File: src/rtl/core/wrm_pkg.sv
`timescale 1ns / 1ps
`default_nettype none
// ----------------------------------------------------------------------------
// wrm_pkg
// Shared widths, register indexes, reset values and the transfer type that
// carries a finished window sum from the front end to the back end.
// ----------------------------------------------------------------------------
package wrm_pkg;

   localparam int DATA_W  = 16;   // sample, offset, gain
   localparam int RMS_W   = 17;
   localparam int SUM_W   = 48;
   localparam int DIFF_W  = 17;   // signed sample - offset
   localparam int PROD_W  = 34;   // signed diff * gain
   localparam int SHIFT   = 15;
   localparam int LINE_W  = 19;   // signed Q.4 line voltage
   localparam int MAG_W   = 17;
   localparam int SQ_W    = 2 * MAG_W;
   localparam int CSR_IDX_W = 8;

   localparam logic [CSR_IDX_W-1:0] CSR_OFFSET = 8'd0;
   localparam logic [CSR_IDX_W-1:0] CSR_GAIN   = 8'd1;

   localparam logic [DATA_W-1:0] OFFSET_RESET = 16'd16568;
   localparam logic [DATA_W-1:0] GAIN_RESET   = 16'd27114;

   typedef struct packed {
      logic             valid;
      logic [SUM_W-1:0] sum;
   } sum_xfer_type;

endpackage : wrm_pkg
`default_nettype wire

File: src/rtl/core/wrm_front.sv
`timescale 1ns / 1ps
`default_nettype none
// ----------------------------------------------------------------------------
// wrm_front
// Sample pipeline: offset and gain, floor shift and square, then window
// accumulation. A finished window sum is pushed to the queue.
// ----------------------------------------------------------------------------
module wrm_front #(
   parameter int WINDOW = 20
) (
   input  wire                          clock,
   input  wire                          reset,
   input  wire                          req_valid,
   output logic                         req_stall,
   input  wire  [wrm_pkg::DATA_W-1:0]   req_sample,
   input  wire  [wrm_pkg::DATA_W-1:0]   offset,
   input  wire  [wrm_pkg::DATA_W-1:0]   gain,
   input  wire                          queue_full,
   output wrm_pkg::sum_xfer_type        push
);
   import wrm_pkg::*;

   localparam int CNT_W = (WINDOW > 1) ? $clog2(WINDOW) : 1;
   localparam logic [CNT_W-1:0] CNT_LAST = CNT_W'(WINDOW - 1);

   logic                     advance;
   logic                     win_end;
   logic signed [DIFF_W-1:0] diff;
   logic signed [DIFF_W-1:0] gain_s;
   logic signed [PROD_W-1:0] prod_in;
   logic signed [PROD_W-1:0] prod_ff;
   logic                     s1_valid_ff;
   logic signed [PROD_W-1:0] line_full;
   logic signed [LINE_W-1:0] line_v;
   logic [LINE_W-1:0]        mag_wide;
   logic [MAG_W-1:0]         mag;
   logic [SQ_W-1:0]          sq_in;
   logic [SQ_W-1:0]          sq_ff;
   logic                     s2_valid_ff;
   logic [SUM_W-1:0]         sum_next;
   logic [SUM_W-1:0]         sum_in;
   logic [SUM_W-1:0]         sum_ff;
   logic [CNT_W-1:0]         count_in;
   logic [CNT_W-1:0]         count_ff;

   assign win_end   = (count_ff == CNT_LAST);
   // hold the whole pipe while a window end waits for queue room
   assign advance   = !(s2_valid_ff && win_end && queue_full);
   assign req_stall = !advance;

   assign diff    = $signed({1'b0, req_sample}) - $signed({1'b0, offset});
   assign gain_s  = $signed({1'b0, gain});
   assign prod_in = diff * gain_s;

   // arithmetic shift floors toward minus infinity
   assign line_full = prod_ff >>> SHIFT;
   assign line_v    = line_full[LINE_W-1:0];
   assign mag_wide  = line_v[LINE_W-1] ? LINE_W'(-line_v) : LINE_W'(line_v);
   assign mag       = mag_wide[MAG_W-1:0];
   assign sq_in     = mag * mag;

   assign sum_next = sum_ff + SUM_W'(sq_ff);

   always_comb begin
      sum_in   = sum_ff;
      count_in = count_ff;
      if (s2_valid_ff) begin
         if (win_end) begin
            sum_in   = '0;
            count_in = '0;
         end else begin
            sum_in   = sum_next;
            count_in = count_ff + CNT_W'(1);
         end
      end
   end

   assign push.valid = s2_valid_ff && win_end && advance;
   assign push.sum   = sum_next;

   always_ff @(posedge clock) begin
      if (reset) begin
         s1_valid_ff <= 1'b0;
         s2_valid_ff <= 1'b0;
         sum_ff      <= '0;
         count_ff    <= '0;
      end else if (advance) begin
         s1_valid_ff <= req_valid;
         s2_valid_ff <= s1_valid_ff;
         sum_ff      <= sum_in;
         count_ff    <= count_in;
      end
   end

   always_ff @(posedge clock) begin
      if (advance) begin
         prod_ff <= prod_in;
         sq_ff   <= sq_in;
      end
   end

   a_count_range: assert property (@(posedge clock) disable iff (reset)
      count_ff <= CNT_LAST)
      else $error("window count past last sample");

   a_clear_after_push: assert property (@(posedge clock) disable iff (reset)
      push.valid |=> (sum_ff == '0) && (count_ff == '0))
      else $error("accumulator not cleared after window transfer");

   a_hold_on_full: assert property (@(posedge clock) disable iff (reset)
      (s2_valid_ff && win_end && queue_full) |=> $stable(sum_ff) && s2_valid_ff)
      else $error("window end lost while queue full");

endmodule : wrm_front
`default_nettype wire

File: src/rtl/core/wrm_queue.sv
`timescale 1ns / 1ps
`default_nettype none
// ----------------------------------------------------------------------------
// wrm_queue
// Two-entry queue of window sums between the front end and the back end.
// ----------------------------------------------------------------------------
module wrm_queue (
   input  wire                    clock,
   input  wire                    reset,
   input  wrm_pkg::sum_xfer_type  push,
   output logic                   full,
   input  wire                    pop,
   output wrm_pkg::sum_xfer_type  head
);
   import wrm_pkg::*;

   logic [SUM_W-1:0] entry_ff [2];
   logic             wr_ptr_ff;
   logic             rd_ptr_ff;
   logic [1:0]       count_ff;
   logic [1:0]       count_in;

   assign full       = (count_ff == 2'd2);
   assign head.valid = (count_ff != 2'd0);
   assign head.sum   = entry_ff[rd_ptr_ff];

   always_comb begin
      count_in = count_ff;
      if (push.valid && !pop) begin
         count_in = count_ff + 2'd1;
      end else if (!push.valid && pop) begin
         count_in = count_ff - 2'd1;
      end
   end

   always_ff @(posedge clock) begin
      if (reset) begin
         wr_ptr_ff <= 1'b0;
         rd_ptr_ff <= 1'b0;
         count_ff  <= 2'd0;
      end else begin
         count_ff <= count_in;
         if (push.valid) begin
            wr_ptr_ff <= !wr_ptr_ff;
         end
         if (pop) begin
            rd_ptr_ff <= !rd_ptr_ff;
         end
      end
   end

   always_ff @(posedge clock) begin
      if (push.valid) begin
         entry_ff[wr_ptr_ff] <= push.sum;
      end
   end

   a_no_overflow: assert property (@(posedge clock) disable iff (reset)
      push.valid |-> !full)
      else $error("transfer into full queue");

   a_no_underflow: assert property (@(posedge clock) disable iff (reset)
      pop |-> head.valid)
      else $error("pop from empty queue");

endmodule : wrm_queue
`default_nettype wire

File: src/rtl/core/wrm_back.sv
`timescale 1ns / 1ps
`default_nettype none
// ----------------------------------------------------------------------------
// wrm_back
// Window result unit: divides the sum by WINDOW eight quotient bits a cycle,
// then takes the floor square root one result bit a cycle, into an output
// register.
// ----------------------------------------------------------------------------
module wrm_back #(
   parameter int WINDOW = 20
) (
   input  wire                          clock,
   input  wire                          reset,
   input  wrm_pkg::sum_xfer_type        head,
   output logic                         pop,
   output logic                         rsp_valid,
   input  wire                          rsp_stall,
   output logic [wrm_pkg::RMS_W-1:0]    rsp_rms
);
   import wrm_pkg::*;

   localparam int REM_W      = $clog2(WINDOW) + 1;
   localparam int DIV_BITS   = 8;
   localparam int DIV_CYCLES = SUM_W / DIV_BITS;
   localparam int SQRT_STEPS = SUM_W / 2;
   localparam int STEP_W     = $clog2(SQRT_STEPS);
   localparam logic [REM_W-1:0] DIVISOR   = REM_W'(WINDOW);
   localparam logic [SUM_W-1:0] SQRT_BIT0 = {2'b01, {(SUM_W - 2){1'b0}}};

   typedef enum logic [3:0] {
      ST_IDLE = 4'b0001,
      ST_DIV  = 4'b0010,
      ST_SQRT = 4'b0100,
      ST_DONE = 4'b1000
   } back_state_type;

   back_state_type   state_ff, state_in;
   logic [SUM_W-1:0] work_ff, work_in;
   logic [REM_W-1:0] rem_ff, rem_in;
   logic [SUM_W-1:0] root_ff, root_in;
   logic [SUM_W-1:0] bit_ff, bit_in;
   logic [STEP_W-1:0] step_ff, step_in;
   logic             rsp_valid_ff, rsp_valid_in;
   logic [RMS_W-1:0] rsp_rms_ff, rsp_rms_in;
   logic             out_free;

   logic [SUM_W-1:0] div_work;
   logic [REM_W-1:0] div_rem;
   logic [REM_W-1:0] div_t;
   logic [SUM_W-1:0] trial;

   assign out_free  = !rsp_valid_ff || !rsp_stall;
   assign pop       = (state_ff == ST_IDLE) && head.valid;
   assign rsp_valid = rsp_valid_ff;
   assign rsp_rms   = rsp_rms_ff;

   // restoring division: quotient bits shift in behind the dividend
   always_comb begin
      div_work = work_ff;
      div_rem  = rem_ff;
      div_t    = '0;
      for (int i = 0; i < DIV_BITS; i++) begin
         div_t = (div_rem << 1) | REM_W'(div_work[SUM_W-1]);
         if (div_t >= DIVISOR) begin
            div_rem  = div_t - DIVISOR;
            div_work = {div_work[SUM_W-2:0], 1'b1};
         end else begin
            div_rem  = div_t;
            div_work = {div_work[SUM_W-2:0], 1'b0};
         end
      end
   end

   assign trial = root_ff + bit_ff;

   always_comb begin
      state_in     = state_ff;
      work_in      = work_ff;
      rem_in       = rem_ff;
      root_in      = root_ff;
      bit_in       = bit_ff;
      step_in      = step_ff;
      rsp_rms_in   = rsp_rms_ff;
      rsp_valid_in = rsp_valid_ff && rsp_stall;
      unique case (state_ff)
         ST_IDLE: begin
            if (head.valid) begin
               work_in  = head.sum;
               rem_in   = '0;
               step_in  = '0;
               state_in = ST_DIV;
            end
         end
         ST_DIV: begin
            work_in = div_work;
            rem_in  = div_rem;
            step_in = step_ff + STEP_W'(1);
            if (step_ff == STEP_W'(DIV_CYCLES - 1)) begin
               root_in  = '0;
               bit_in   = SQRT_BIT0;
               step_in  = '0;
               state_in = ST_SQRT;
            end
         end
         ST_SQRT: begin
            if (work_ff >= trial) begin
               work_in = work_ff - trial;
               root_in = (root_ff >> 1) + bit_ff;
            end else begin
               root_in = root_ff >> 1;
            end
            bit_in  = bit_ff >> 2;
            step_in = step_ff + STEP_W'(1);
            if (step_ff == STEP_W'(SQRT_STEPS - 1)) begin
               state_in = ST_DONE;
            end
         end
         ST_DONE: begin
            if (out_free) begin
               rsp_rms_in   = root_ff[RMS_W-1:0];
               rsp_valid_in = 1'b1;
               state_in     = ST_IDLE;
            end
         end
         default: begin
            state_in = ST_IDLE;
         end
      endcase
   end

   always_ff @(posedge clock) begin
      if (reset) begin
         state_ff     <= ST_IDLE;
         rsp_valid_ff <= 1'b0;
      end else begin
         state_ff     <= state_in;
         rsp_valid_ff <= rsp_valid_in;
      end
   end

   always_ff @(posedge clock) begin
      work_ff    <= work_in;
      rem_ff     <= rem_in;
      root_ff    <= root_in;
      bit_ff     <= bit_in;
      step_ff    <= step_in;
      rsp_rms_ff <= rsp_rms_in;
   end

endmodule : wrm_back
`default_nettype wire

File: src/rtl/core/windowed_rms_meter.sv
// Path: the result of a window follows its last sample transfer through the
// front stages, the queue, the division and 24 root steps.
// Throughput: one sample per cycle unless stalled; the result unit takes one
// window at a time; a window end meeting a full two-entry queue stalls input.
// Reset: synchronous, active high; clears sum, count, queue and result unit,
// and loads offset 16568 and gain 27114.
`timescale 1ns / 1ps
`default_nettype none
// ----------------------------------------------------------------------------
// windowed_rms_meter
// Windowed RMS meter: offset, gain and square per sample, window mean and
// floor square root per window. Holds the configuration registers.
// ----------------------------------------------------------------------------
module windowed_rms_meter #(
   parameter int WINDOW = 20
) (
   input  wire                            clock,
   input  wire                            reset,
   input  wire                            req_valid,
   output logic                           req_stall,
   input  wire  [wrm_pkg::DATA_W-1:0]     req_sample,
   output logic                           rsp_valid,
   input  wire                            rsp_stall,
   output logic [wrm_pkg::RMS_W-1:0]      rsp_rms,
   input  wire                            csr_valid,
   output logic                           csr_ready,
   input  wire  [wrm_pkg::CSR_IDX_W-1:0]  csr_index,
   input  wire  [wrm_pkg::DATA_W-1:0]     csr_wdata
);
   import wrm_pkg::*;

   logic [DATA_W-1:0] offset_ff;
   logic [DATA_W-1:0] gain_ff;
   sum_xfer_type      push;
   sum_xfer_type      head;
   logic              queue_full;
   logic              pop;

   assign csr_ready = 1'b1;

   always_ff @(posedge clock) begin
      if (reset) begin
         offset_ff <= OFFSET_RESET;
         gain_ff   <= GAIN_RESET;
      end else if (csr_valid) begin
         unique case (csr_index)
            CSR_OFFSET: offset_ff <= csr_wdata;
            CSR_GAIN:   gain_ff   <= csr_wdata;
            default: ;
         endcase
      end
   end

   wrm_front #(.WINDOW(WINDOW)) u_front (
      .clock      (clock),
      .reset      (reset),
      .req_valid  (req_valid),
      .req_stall  (req_stall),
      .req_sample (req_sample),
      .offset     (offset_ff),
      .gain       (gain_ff),
      .queue_full (queue_full),
      .push       (push)
   );

   wrm_queue u_queue (
      .clock (clock),
      .reset (reset),
      .push  (push),
      .full  (queue_full),
      .pop   (pop),
      .head  (head)
   );

   wrm_back #(.WINDOW(WINDOW)) u_back (
      .clock     (clock),
      .reset     (reset),
      .head      (head),
      .pop       (pop),
      .rsp_valid (rsp_valid),
      .rsp_stall (rsp_stall),
      .rsp_rms   (rsp_rms)
   );

endmodule : windowed_rms_meter
`default_nettype wire
File: config.mk
export PLATFORM = sky130hd
export DESIGN_NAME = windowed_rms_meter
export DESIGN_NICKNAME = d
export VERILOG_FILES = /design/src/rtl/core/wrm_pkg.sv /design/src/rtl/core/wrm_front.sv /design/src/rtl/core/wrm_queue.sv /design/src/rtl/core/wrm_back.sv /design/src/rtl/core/windowed_rms_meter.sv
export SDC_FILE = /design/constraint.sdc
export NUM_CORES = 2
export LEC_CHECK = 0
export BUFFER_PORTS_ARGS = -buffer_cell sky130_fd_sc_hd__buf_2
export CAP_MARGIN = 40
export CORE_MARGIN = 1
export CORE_UTILIZATION = 60
export DETAILED_ROUTE_END_ITERATION = 10
export GPL_TIMING_DRIVEN = 0
export PLACE_DENSITY_LB_ADDON = 0.12
export SLEW_MARGIN = 20
export SYNTH_ARGS = -nofsm -noshare
export SYNTH_HDL_FRONTEND = slang
export SYNTH_SLANG_ARGS = --single-unit
File: constraint.sdc
create_clock -name clock -period 18.6 [get_ports clock]
set_clock_uncertainty 0.05 [all_clocks]
set_input_delay 0.93 -clock clock [delete_from_list [all_inputs] [get_ports clock]]
set_output_delay 0.93 -clock clock [all_outputs]
set_load 0.01 [all_outputs]
# Word-level counts from Yosys, hierarchy flattened
# Memories as Yosys holds them, arrays and structs flattened. A register that Yosys moved wholly into a read port is not among the register bits.
# Cells that the tools add are included.
[word_totals] elab_cells=147 n_memories=1 ram_bits=96 register_bits=335 latch_bits=0 romBits=0
[mem_list] name="u_queue.entry_ff" words=2 word_bits=48 read_ports=1 rd_clocked_by_memory_dff=1 wr=1 line="wrm_queue.sv:17" rtl="logic [SUM_W-1:0] entry_ff [2];"
[op_classes] n_addsub=18 n_mul=2 reduce_logical=30 eq_ne=14 n_bitwise=9 magnitude_cmp=9 n_shift=0 muxes=45 n_div=0
[ops] operator="$mux W48" count=6
[ops] operator="$pmux W48 S2" count=2
[ops] operator="$pmux W48 S3" count=1
[ops] operator="$mul A17 B17 Y34" count=2
[ops] operator="$mux W5" count=12
[ops] operator="$add A47 B48 Y48" count=1
[ops] operator="$add A48 B34 Y48" count=1
[ops] operator="$add A48 B48 Y48" count=1
[ops] operator="$ge A48 B48 Y1" count=1
[ops] operator="$ge A6 B5 Y1 const B" count=8
[ops] operator="$or A6 B1 Y6" count=8
[ops] operator="$sub A48 B48 Y48" count=1
[ops] operator="$sub A5 B5 Y5 const B" count=8
[ops] operator="$mux W17" count=1
[ops] operator="$neg A17 Y17" count=1
[ops] operator="$sub A16 B16 Y17" count=1
[ops] operator="$mux W4" count=4
[ops] operator="$pmux W4 S4" count=1
[ops] operator="$pmux W5 S3" count=1
[ops] operator="$mux W1" count=14
[ops] operator="$reduce_and A2 Y1" count=7
[ops] operator="$add A5 B1 Y5 const B" count=2
[ops] operator="$eq A5 B5 Y1 const B" count=2
[ops] operator="$ne A2 B1 Y1 const B" count=5
[ops] operator="other kinds (20)" count=36

# Depth between registers and ports, before layout
[logic_depth] word_depth=25 mapped_depth=43

# Hierarchy
# From an unflattened synthesis, not the netlist that was laid out.
[hier_totals] cells_unflattened=4500 hier_area_um2=43110.1
[modules_own_cells] mod="wrm_front" cells_each=2888 area_each_um2=25730.9 n_inst=1
[modules_own_cells] mod="wrm_back" cells_each=1304 area_each_um2=12290.5 n_inst=1
[modules_own_cells] mod="wrm_queue" cells_each=171 area_each_um2=3673.5 n_inst=1
[modules_own_cells] mod="windowed_rms_meter" cells_each=137 area_each_um2=1415.1 n_inst=1

# Worst setup path after synthesis
# Ideal clock, no wire load.
[synth_path] path_type="input-to-reg" from="input req_sample[0] (netlist bit)" to="register u_front.prod_ff[33] (data pin)" path_stages=40 path_slack_ps=9190 t_arrival_ps=9100 t_required_ps=18290 setup_time_ps=260 path_cell_list="inv_1 > ha_1 > inv_1 > fa_1 > a21o_1 > a21oi_1 > o21ai_0 > a21oi_1 > o21ai_0 > a21oi_1 > o21ai_0 > a21oi_1 > o21ai_0 > a21oi_1 > nor2b_1 > o31ai_1 > o31a_1 > clkbuf_1 > [4 not listed] > inv_1 > fa_1 > fa_1 > fa_1 > inv_1 > fa_1 > ha_1 > a21o_1 > a21o_1 > a21oi_1 > a21oi_1 > o2111ai_1 > a31oi_1 > a21o_1 > a21oi_1 > o21bai_1 > a21oi_1 > xnor2_1"
[synth_via] elab_chain_cells=2
[synth_lines] element="start: declaration" line="windowed_rms_meter.sv:21" rtl="input wire [wrm_pkg::DATA_W-1:0] req_sample,"
[synth_lines] element="$sub A16 B16 Y17" line="wrm_front.sv:51" rtl="assign diff = $signed({1'b0, req_sample}) - $signed({1'b0, offset});"
[synth_lines] element="$mul A17 B17 Y34" line="wrm_front.sv:53" rtl="assign prod_in = diff * gain_s;"
[synth_lines] element="named net u_front.prod_in[33]" line="wrm_front.sv:30" rtl="logic signed [PROD_W-1:0] prod_in;"
[synth_lines] element="end signal: assignment" line="wrm_front.sv:97" rtl="prod_ff <= prod_in;"
[synth_lines] element="end: declaration" line="wrm_front.sv:31" rtl="logic signed [PROD_W-1:0] prod_ff;"
# The timed path passes the listed nets, and every way through them passes these cells.
# A chain may end at the register's enable or synchronous reset.

# Worst setup path after layout
[layout_path] from="input req_sample[1] (netlist bit)" to="register u_front.prod_ff[33] (data pin)"
# Same word-level chain as after synthesis.

==> key figures <==
STA
  – Max Slew Vio Count: 0
  – Slew at the pin closest to its max-slew limit: around 0.90 ns
  – Setup violations, final: 0
  – Final hold vios: 0
  – Setup tns final: 0 ns
  – Max-Slew Margin vs Limit: 0.397
  – Crit path time final: around 11 ns
  – RSZ-0062 raised after global routing: false
  – FMAX: 93.0 MHz
  – Final Cycle Share: 0.578

Die
  – I/O Pins: 65
  – Starting density of the core: 0.608
  – FP Rows: 95
  – Die Height: between 200 and 300 microns
  – Die area: between 60000 and 70000 sq um
  – Chip width: approximately 260 microns
  – Core area: approximately 67000 sq um

Yosys
  – Synth warn: 0
  – Yosys cell types: 82
  – Area contributors post-synth: fa_1, edfxtp_1, ha_1
  – Synthesized netlist cell count: roughly 4200
  – Mean Syn Cell Area: roughly 9.7 sq um
  – Post-Syn Area: around 41000 sq um
  – Register area share after synthesis: 0.263
  – Area leader, netlist: fa_1
  – Mux contribution to synthesized area: 0.0210
  – Synth Area in Adders: 0.339
  – Synth top area share: 0.230
  – Syn nets: 5096
  – List of most frequent post-synthesis cells: inv_1, fa_1, nand2_1
  – Post-synthesis xor/xnor area fraction: 0.0579
  – Main combinational cell family by area after synthesis: adder cells
  – Yosys reg bits: around 400
  – Post-Synth Simple-Gate Area: 0.131
  – Ys flop type: edfxtp_1
  – Post-synth EDFFs: slightly below 300
  – Post-synthesis compound-gate area fraction: 0.114
  – Async set-or-reset flop fraction in the synthesized netlist: 0
  – Count leader, synth: inv_1

Drt
  – Number of remaining DRC errors: 0
  – Routed wire length: 97300 microns
  – DR vias/cell: roughly 5.7
  – DRT Pass-1 Iters: 6
  – 1st-iter DRT viols: ~2000
  – Via count of the routed design: between 20000 and 30000
  – Routed length per instance: 18.5 microns
  – Antenna Violating Nets Remaining: 0

Finish
  – Share of cells above drive strength 1: 0.0478
  – Area growth syn-to-layout: 7.95%
  – Nets: approximately 5200

Worst setup path
  – CP bufs+invs: 7
  – R2r worst-path depth: 40
  – Setup crit end kind: flip-flop
  – Nature of the critical path startpoint: input pin
  – Largest stage delay on the critical path: 0.57 ns
  – Worst path depth: 40
  – CP Data Arrival Time: between 10 and 15 ns
  – WS Path Type: in2reg
  – Crit path top cell by count: fa_1
  – Worst path slowest cell: clkbuf_1
  – Delay-heaviest family, CP: compound AO/OA/AOI/OAI gates
  – Req. time, crit path: 18.87 ns
  – Worst Path Max Fanout: 10

Clocking
  – Max clock buf depth: 3
  – Total CTS buffers: 45
  – Postcts setup bufs: 0
  – Worst-path clk slew: around 0.060 ns
  – Clock latency on the worst-skew pair: approximately 0.60 ns
  – Num Clock Sinks: 391
  – Count of hold-fix buffers inserted at cts: 0
  – CTS tree: yes
  – H-tree lvl count: 2
  – CTS root buf: clkbuf_16
  – Cts repair resizes: 0

Worst hold path
  – Hold depth: 2
  – HP Class: reg2reg

Run status
  – Status: finished clean

GRT
  – Aggregate global routing overflow: 0
  – GRT Util Overall: 0.290
  – Vias in the first global route: 30900
  – Largest net degree at the start of global routing: 52
  – Initial antenna violation count: 1
  – First-pass GRT wire length: between 150000 and 200000 microns

Placement
  – Placer congestion estimate: 0.992
  – PortBufs: 63
  – Post-DP HPWL: about 80000 microns

Flow run
  – Max_cap viols: 0
[final timing paths]
kind | from | end | slack (ns)
min | u_front.s1_valid_ff | u_front.s2_valid_ff | 0.40
max reg2reg | offset_ff[1] | u_front.prod_ff[33] | 7.91
min reg2reg | u_front.s1_valid_ff | u_front.s2_valid_ff | 0.40
max | req_sample[1] | u_front.prod_ff[33] | 7.85
[metrics by stage]
stage	setup slack, ns	area (sq um)	cells	utilization	hold WS [ns]
after floorplan	9.19	41000	4223	-	0.372
after global placement	7.01	42400	5159	0.629	0.382
after detailed placement	7.30	42800	5183	0.635	0.387
after CTS	7.88	44300	5266	0.657	0.395
after global routing	7.31	44300	5266	0.657	0.414
final	7.85	44300	5267	0.657	0.397
[logic make-up (layout without fill, tap and decap cells)]
kind of cell	after synthesis	after routing
compound gates	683	683
xor+xnor	271	271
fa+ha+maj	828	828
buf+inv	812	982
flops	391	391
mux	84	84
other cells	1	2
simple gates	1153	1153
[flip-flops by register name, indices dropped and copies added (netlist names), 4 cells and up, named ones only]
register and flops:
gain_ff 16, offset_ff 16, u_back.bit_ff 24, u_back.rem_ff 5, u_back.root_ff 48, u_back.rsp_rms 17, u_back.state_ff 4, u_back.step_ff 5
u_back.work_ff 48, u_front.count_ff 5, u_front.prod_ff 18, u_front.sq_ff 33, u_front.sum_ff 48, u_queue.entry_ff 96
[cell usage in the layout (no fill, tap or decap), drive strengths merged, types with 19 or more instances in the layout]
cell type  count
xor2         119
o21ai        104
o221ai        44
o21a          24
dfxtp         97
inv          678
xnor2        152
a21o          86
fa           471
and2         146
edfxtp       294
and3          30
a31oi         60
clkinv        20
o21bai        29
buf           94
a22oi         27
a211o         19
nand3         49
nor2         318
clkbuf       186
nand4         22
a21oi        150
mux2i         78
nor3          25
ha           357
nand2        408
a211oi        27
nor2b         61
nand2b        28
[metal layers]
metal,global-route usage,vias to the layer above,share of wire
met2,0.506,742,0.49
met4,0.115,0,0.040
met5,0,-,0
li1,-,14300,-
met1,0.365,14600,0.42
met3,0.0360,195,0.047
[worst reg2reg max path: cells and delay by family (launching register included)]
family / cells / cell delay [ns]
buf+inv: 7 / 0.91
compound gates: 19 / 4.07
xor+xnor: 1 / 0.28
flops: 1 / 0.33
simple gates: 5 / 1.28
fa+ha+maj: 8 / 3.52
[area by class of cell]
cell class,instances,area (sq um)
Multi-Input combinational cell,3020,27200
Fill cell,5530,23100
Sequential cell,391,10800
Inverter,680,2550
Clock buffer,61,1290
Tap cell,873,1090
Timing Repair Buffer,87,617
Buffer,132,499
Clock inverter,22,198
Antenna cell,1,2.50
Power is not shown: default switching activity piles up to over one toggle a cycle in this logic, so the estimate is an artifact.
